==> src/hdl/lcs_pkg.sv <==
`default_nettype none

package lcs_pkg;

    // Handshake state that the divider reports back to the sequencer.
    typedef struct packed {
        logic busy;
        logic done;
    } div_status_t;

endpackage

`default_nettype wire

==> src/hdl/lcs_divider.sv <==
`default_nettype none

module lcs_divider #(
    parameter int OPERAND_WIDTH = 32
) (
    input  wire logic                       aclk,
    input  wire logic                       aresetn,
    input  wire logic                       start,
    input  wire logic [OPERAND_WIDTH-1:0]   dividend,
    input  wire logic [OPERAND_WIDTH-2:0]   divisor,
    input  wire logic signed [OPERAND_WIDTH:0] mult,
    output logic      [OPERAND_WIDTH-1:0]   quotient,
    output logic      [OPERAND_WIDTH-2:0]   remainder,
    output logic signed [OPERAND_WIDTH:0]   product,
    output lcs_pkg::div_status_t            status
);
    import lcs_pkg::*;

    localparam int W  = OPERAND_WIDTH;
    localparam int N  = OPERAND_WIDTH - 1;
    localparam int CW = $clog2(OPERAND_WIDTH + 1);

    logic        [W-1:0]  quo_reg;
    logic        [N-1:0]  rem_reg;
    logic        [N-1:0]  dsr_reg;
    logic signed [W:0]    mult_reg;
    logic signed [W:0]    acc_reg;
    logic        [CW-1:0] cnt_reg;
    logic                 busy_reg;
    logic                 done_reg;

    logic [N:0] trial;
    logic [N:0] diff;
    logic       qbit;

    // One restoring division step per cycle; the quotient bit also drives a
    // Horner accumulation of quotient times mult.
    assign trial = {rem_reg, quo_reg[W-1]};
    assign diff  = trial - {1'b0, dsr_reg};
    assign qbit  = (trial >= {1'b0, dsr_reg});

    always_ff @(posedge aclk) begin
        if (!aresetn) begin
            busy_reg <= 1'b0;
            done_reg <= 1'b0;
            cnt_reg  <= '0;
        end else begin
            done_reg <= 1'b0;
            if (busy_reg) begin
                rem_reg <= qbit ? diff[N-1:0] : trial[N-1:0];
                quo_reg <= {quo_reg[W-2:0], qbit};
                acc_reg <= (acc_reg <<< 1) + (qbit ? mult_reg : '0);
                cnt_reg <= cnt_reg - 1'b1;
                if (cnt_reg == CW'(1)) begin
                    busy_reg <= 1'b0;
                    done_reg <= 1'b1;
                end
            end else if (start) begin
                quo_reg  <= dividend;
                rem_reg  <= '0;
                dsr_reg  <= divisor;
                mult_reg <= mult;
                acc_reg  <= '0;
                cnt_reg  <= CW'(W);
                busy_reg <= 1'b1;
            end
        end
    end

    assign quotient    = quo_reg;
    assign remainder   = rem_reg;
    assign product     = acc_reg;
    assign status.busy = busy_reg;
    assign status.done = done_reg;

endmodule

`default_nettype wire

==> src/hdl/linear_congruence_solver.sv <==
// Channel  | Ports                                              | Direction
// request  | s_valid s_ready s_coefficient s_modulus s_right_side | in
// result   | m_valid m_ready m_solution m_divisor m_solvable      | out
//
// One request is worked on at a time; s_ready is high only while the sequencer is idle.
// Each Euclid quotient step is one division in the shared divider, two more divisions
// follow, then up to OPERAND_WIDTH - 1 modular doubling steps before m_valid.
// A zero modulus skips the divider and goes straight to the final state.
// Reset is synchronous on aresetn, active low.
// A result waiting on m_ready holds the sequencer in its final state.
`default_nettype none

module linear_congruence_solver #(
    parameter int OPERAND_WIDTH = 32
) (
    input  wire logic                         aclk,
    input  wire logic                         aresetn,
    input  wire logic                         s_valid,
    output logic                              s_ready,
    input  wire logic [OPERAND_WIDTH-2:0]     s_coefficient,
    input  wire logic [OPERAND_WIDTH-2:0]     s_modulus,
    input  wire logic signed [OPERAND_WIDTH-1:0] s_right_side,
    output logic                              m_valid,
    input  wire logic                         m_ready,
    output logic [OPERAND_WIDTH-2:0]          m_solution,
    output logic [OPERAND_WIDTH-2:0]          m_divisor,
    output logic                              m_solvable
);
    import lcs_pkg::*;

    localparam int W = OPERAND_WIDTH;
    localparam int N = OPERAND_WIDTH - 1;
    localparam int S = OPERAND_WIDTH + 1;

    typedef enum logic [3:0] {
        ST_IDLE,
        ST_EUC,
        ST_EUC_WAIT,
        ST_DIVG,
        ST_DIVG_WAIT,
        ST_REDUCE,
        ST_DIVQ,
        ST_DIVQ_WAIT,
        ST_MUL,
        ST_DONE
    } state_t;

    state_t state_reg;

    // Request operands. The magnitude of the right side needs the full width,
    // since the most negative value has no positive counterpart in fewer bits.
    logic        [N-1:0] b_reg;
    logic                neg_reg;
    logic        [W-1:0] mag_reg;
    logic                solv_reg;

    // Euclid remainders and Bezout coefficients. The coefficients never exceed
    // the modulus in magnitude, so S bits of two's complement hold them exactly.
    logic        [N-1:0] r0_reg;
    logic        [N-1:0] r1_reg;
    logic signed [S-1:0] s0_reg;
    logic signed [S-1:0] s1_reg;
    logic        [W-1:0] q_reg;

    // Modular multiply by doubling and adding.
    logic        [N-1:0] x_reg;
    logic        [N-1:0] y_reg;
    logic        [N-1:0] acc_reg;

    logic                m_valid_reg;
    logic        [N-1:0] m_solution_reg;
    logic        [N-1:0] m_divisor_reg;
    logic                m_solvable_reg;

    // Shared divider.
    logic                div_start;
    logic        [W-1:0] div_dividend;
    logic        [N-1:0] div_divisor;
    logic signed [S-1:0] div_mult;
    logic        [W-1:0] div_quotient;
    logic        [N-1:0] div_remainder;
    logic signed [S-1:0] div_product;
    div_status_t         div_st;

    lcs_divider #(
        .OPERAND_WIDTH(OPERAND_WIDTH)
    ) u_div (
        .aclk      (aclk),
        .aresetn   (aresetn),
        .start     (div_start),
        .dividend  (div_dividend),
        .divisor   (div_divisor),
        .mult      (div_mult),
        .quotient  (div_quotient),
        .remainder (div_remainder),
        .product   (div_product),
        .status    (div_st)
    );

    // The sequencer picks the divider operands by phase: a Euclid step divides
    // r0 by r1 and forms quotient times s1, the divisibility test divides the
    // right side magnitude by the gcd, and the last division reduces that
    // quotient modulo the modulus.
    always_comb begin
        div_start    = 1'b0;
        div_dividend = '0;
        div_divisor  = '0;
        div_mult     = '0;
        unique case (state_reg)
            ST_EUC: begin
                div_start    = (r1_reg != '0);
                div_dividend = {1'b0, r0_reg};
                div_divisor  = r1_reg;
                div_mult     = s1_reg;
            end
            ST_DIVG: begin
                div_start    = 1'b1;
                div_dividend = mag_reg;
                div_divisor  = r0_reg;
            end
            ST_DIVQ: begin
                div_start    = 1'b1;
                div_dividend = q_reg;
                div_divisor  = b_reg;
            end
            default: begin
                div_start = 1'b0;
            end
        endcase
    end

    // Right side magnitude and sign of the incoming request.
    logic [W-1:0] rs_u;
    logic [W-1:0] rs_mag;

    assign rs_u   = $unsigned(s_right_side);
    assign rs_mag = rs_u[W-1] ? (~rs_u + {{(W-1){1'b0}}, 1'b1}) : rs_u;

    // Bring the Bezout coefficient, which lies within plus or minus the
    // modulus, into the range 0 to modulus-1.
    logic [S-1:0] b_ext;
    logic [S-1:0] sv;
    logic [S-1:0] sv_red;

    assign b_ext  = {2'b00, b_reg};
    assign sv     = s0_reg[S-1] ? ($unsigned(s0_reg) + b_ext) : $unsigned(s0_reg);
    assign sv_red = (sv >= b_ext) ? (sv - b_ext) : sv;

    // One step of the modular multiply: conditional add of x, then doubling
    // of x, each folded back below the modulus by a single subtraction.
    logic [N:0] mm_sum;
    logic [N:0] mm_sum_red;
    logic [N:0] mm_dbl;
    logic [N:0] mm_dbl_red;

    assign mm_sum     = {1'b0, acc_reg} + {1'b0, x_reg};
    assign mm_sum_red = (mm_sum >= {1'b0, b_reg}) ? (mm_sum - {1'b0, b_reg}) : mm_sum;
    assign mm_dbl     = {x_reg, 1'b0};
    assign mm_dbl_red = (mm_dbl >= {1'b0, b_reg}) ? (mm_dbl - {1'b0, b_reg}) : mm_dbl;

    // A negative right side negates the product modulo the modulus.
    logic [N-1:0] final_sol;

    assign final_sol = (neg_reg && (acc_reg != '0)) ? (b_reg - acc_reg) : acc_reg;

    always_ff @(posedge aclk) begin
        if (!aresetn) begin
            state_reg   <= ST_IDLE;
            m_valid_reg <= 1'b0;
        end else begin
            // In the final state the load of the output register below owns
            // the valid flag, so the drain is handled here only elsewhere.
            if (m_valid_reg && m_ready && (state_reg != ST_DONE)) begin
                m_valid_reg <= 1'b0;
            end
            unique case (state_reg)
                ST_IDLE: begin
                    if (s_valid) begin
                        b_reg   <= s_modulus;
                        neg_reg <= rs_u[W-1];
                        mag_reg <= rs_mag;
                        r0_reg  <= s_coefficient;
                        r1_reg  <= s_modulus;
                        s0_reg  <= S'(1);
                        s1_reg  <= '0;
                        if (s_modulus == '0) begin
                            solv_reg  <= 1'b0;
                            state_reg <= ST_DONE;
                        end else begin
                            solv_reg  <= 1'b1;
                            state_reg <= ST_EUC;
                        end
                    end
                end
                ST_EUC: begin
                    // A zero remainder ends the loop with the gcd in r0.
                    state_reg <= (r1_reg == '0) ? ST_DIVG : ST_EUC_WAIT;
                end
                ST_EUC_WAIT: begin
                    if (div_st.done) begin
                        r0_reg    <= r1_reg;
                        r1_reg    <= div_remainder;
                        s0_reg    <= s1_reg;
                        s1_reg    <= s0_reg - div_product;
                        state_reg <= ST_EUC;
                    end
                end
                ST_DIVG: begin
                    state_reg <= ST_DIVG_WAIT;
                end
                ST_DIVG_WAIT: begin
                    if (div_st.done) begin
                        q_reg <= div_quotient;
                        if (div_remainder != '0) begin
                            solv_reg  <= 1'b0;
                            state_reg <= ST_DONE;
                        end else begin
                            state_reg <= ST_REDUCE;
                        end
                    end
                end
                ST_REDUCE: begin
                    x_reg     <= sv_red[N-1:0];
                    state_reg <= ST_DIVQ;
                end
                ST_DIVQ: begin
                    state_reg <= ST_DIVQ_WAIT;
                end
                ST_DIVQ_WAIT: begin
                    if (div_st.done) begin
                        y_reg     <= div_remainder;
                        acc_reg   <= '0;
                        state_reg <= ST_MUL;
                    end
                end
                ST_MUL: begin
                    if (y_reg == '0) begin
                        state_reg <= ST_DONE;
                    end else begin
                        if (y_reg[0]) begin
                            acc_reg <= mm_sum_red[N-1:0];
                        end
                        x_reg <= mm_dbl_red[N-1:0];
                        y_reg <= y_reg >> 1;
                    end
                end
                ST_DONE: begin
                    // Wait until the output register is free or being emptied.
                    if (!m_valid_reg || m_ready) begin
                        m_valid_reg    <= 1'b1;
                        m_solvable_reg <= solv_reg;
                        m_solution_reg <= solv_reg ? final_sol : '0;
                        m_divisor_reg  <= solv_reg ? r0_reg : '0;
                        state_reg      <= ST_IDLE;
                    end
                end
                default: begin
                    state_reg <= ST_IDLE;
                end
            endcase
        end
    end

    assign s_ready    = (state_reg == ST_IDLE);
    assign m_valid    = m_valid_reg;
    assign m_solution = m_solution_reg;
    assign m_divisor  = m_divisor_reg;
    assign m_solvable = m_solvable_reg;

endmodule

`default_nettype wire

==> config.mk <==
export PLATFORM = sky130hd
export DESIGN_NAME = linear_congruence_solver
export DESIGN_NICKNAME = d
export VERILOG_FILES = /design/src/hdl/lcs_pkg.sv /design/src/hdl/lcs_divider.sv /design/src/hdl/linear_congruence_solver.sv
export SDC_FILE = /design/constraint.sdc
export NUM_CORES = 2
export LEC_CHECK = 0
export BUFFER_PORTS_ARGS = -buffer_cell sky130_fd_sc_hd__buf_2
export CORE_MARGIN = 4
export CORE_UTILIZATION = 32
export CTS_CLUSTER_SIZE = 16
export DETAILED_ROUTE_END_ITERATION = 12
export SLEW_MARGIN = 20
export SYNTH_ARGS = -nofsm -noshare
export SYNTH_HDL_FRONTEND = slang
export SYNTH_HIERARCHICAL = 1
export SYNTH_SLANG_ARGS = --single-unit
==> constraint.sdc <==
create_clock -name aclk -period 11.65 [get_ports aclk]
set_input_delay 1.165 -clock aclk [delete_from_list [all_inputs] [get_ports aclk]]
set_output_delay 1.165 -clock aclk [all_outputs]
set_load 0.005 [all_outputs]
==> summary.txt <==
Global routing
  • Total GRT Usage: 0.188
  • First-pass GRT wire length: ~190 mm
  • Largest net degree at the start of global routing: 67
  • Initial antenna violation count: 9
  • Number of global-route vias before repair: a little under 30000
  • GRT overflow: 0

Clock network
  • CTS tree: yes
  • # Post-CTS Setup Buffers: 0
  • Post-CTS Hold Buffers: 0
  • Root buffer cell: clkbuf_16
  • CTS Buffer Depth: 3
  • Clock latency on the worst-skew pair: ~670 ps
  • # H-tree levels: 2
  • CTS resizes: 0
  • Clock slew at reported path FFs: ~70 ps
  • Num CTS Buffers: 59
  • Clock sink count: 554

Floorplanning
  • Die X: roughly 360 um
  • Num rows: between 100 and 150
  • Die ar.: ~130000 um2
  • Die H: 356 um
  • I/O pins: 163
  • Core area: around 120000 um2
  • Initial Util: 0.322

Critical path
  • Setup CP Type: reg -> reg
  • Critical path, cell by cell: inv_1 -> fa_1 -> nor2b_1 -> o31ai_1 -> a21oi_1 -> o311ai_0 -> o211a_1 -> o31a_1 -> xnor2_1 -> mux2_2 -> ha_1 -> a21o_1 -> a21o_1 -> a21oi_1 -> o21ai_0 -> nor2_1 -> o21ai_0 -> a211o_1 -> o21bai_4 -> buf_4 -> mux2_2 -> a22oi_1
  • Slowest Stage Delay on Critical Path: 760 ps
  • WP data required: 12130 ps
  • Slowest cell on the critical path: o311ai_0
  • Max FO, Critical Path: 24
  • Startpoint types: flip-flop
  • Crit path capture type: flip-flop
  • Worst path arrival time: roughly 6700 ps

STA
  • Final hold vios: 0
  • Clock skew: around 49 ps
  • Worst Hold Margin: 423 ps
  • Slew Limit Headroom: 0.214
  • Fmax: 162 MHz
  • Final setup fails: 0
  • Least-Margin Pin Slew: ~1200 ps
  • Slew Limit Fails: 0
  • Final min period: approximately 6000 ps
  • Final worst path period share: 0.531
  • RSZ-0062 raised after global routing: false
  • Setup TNS: 0 ps

Pwr
  • Peak supply drop: 145 uV
  • Pwr Density: 239 nW/um2
  • P_leak: 17.5 nW

Placement
  • HPWL after detailed placement: 91.8 mm
  • IO buf count: ~160
  • Gpl congestion: 0.923

Detailed routing
  • First-pass DRT Iterations: 12
  • Via density: between 5 and 6
  • Remaining DRCs: 0
  • Detail Route Antenna Nets: 0
  • Routed via count: about 32000
  • Routed wire length: ~120 mm
  • DR iter-0 viols: between 3000 and 4000
  • Avg WL per Cell: approximately 21 um

Outcome
  • Outcome: finished clean

Logic synthesis
  • Ys Warns: 6
  • Post-synthesis net count: 4428
  • Syn Area/Cell: 9.57 um2
  • Post-synthesis instance area: 38700 um2
  • Mapped Cells: between 4000 and 5000

Cells and area
  • Area Growth Syn to Fin: 11.6%
  • # nets final: ~4500
  • Share of cells above drive strength 1: 0.0936

Min path
  • Hold crit path type: reg -> reg

Job
  • Maximum Capacitance Violations: 0
## cell type report
| class | count | area, um2 |
|---|---|---|
| fill | 12000 | 76800 |
| multi-input combinational | 3072 | 20600 |
| sequential | 554 | 16500 |
| tap | 1612 | 2020 |
| clock buffer | 74 | 1530 |
| timing repair buffer | 194 | 1050 |
| inverter | 268 | 1010 |
| clock inverter | 35 | 368 |
| antenna | 1 | 2.50 |
## where the power goes
| group | switching [mW] | internal (mW) |
|---|---|---|
| Clock | 0.849 | 1.07 |
| Combinational | 3.14 | 2.02 |
| Sequential | 0.370 | 2.84 |
| Total | 4.36 | 5.93 |
## placed cells by master (no fill, tap or decap), types with 151 or more instances in the layout
cell type  count
a21oi_1      301
and2_1       151
buf_2        162
edfxtp_1     541
ha_1         282
inv_1        265
nand2_1      519
nor2_1       283
o21ai_0      160
xnor2_1      159
## per-stage QoR
stage	utilization	total power, mW	setup slack (ps)	cell area, um2	cells
floorplan	-	6.98	6420	38700	4039
global placement	0.344	8.27	5550	41200	5700
detailed placement	0.344	8.31	5490	41200	5700
CTS	0.359	10.3	5420	43100	5809
global route	0.359	11.0	5110	43100	5809
finish	0.359	10.3	5470	43100	5810
## metal layers
metal | GRT usage | wire length [um]
met1 | 0.269 | 56200
met2 | 0.295 | 54400
met3 | 0.0330 | 9310
met4 | 0.0436 | 2930
met5 | 0 | 93
## critical path: cells and delay by family (launching register included)
kind | cells | cell delay, ps
flops | 1 | 490
xor+xnor | 1 | 70
mux | 2 | 620
buf+inv | 2 | 690
simple gates | 2 | 180
fa+ha+maj | 2 | 640
compound gates | 13 | 3320
## path summary, 6_finish.rpt
| check | endpoint | slack [ps] | cells after the start | startpoint |
|---|---|---|---|---|
| hold reg to reg | q_reg[15]$_DFFE_PP_ | 420 | 0 | u_div/quotient[15]$_DFFE_PP_ |
| hold / removal | q_reg[15]$_DFFE_PP_ | 420 | 0 | u_div/quotient[15]$_DFFE_PP_ |
| setup / recovery | x_reg[23]$_DFFE_PP_ | 5470 | 22 | b_reg[1]$_DFFE_PP_ |
| setup reg to reg | x_reg[23]$_DFFE_PP_ | 5470 | 22 | b_reg[1]$_DFFE_PP_ |
No activity file was read; power rests on OpenSTA's default activity.
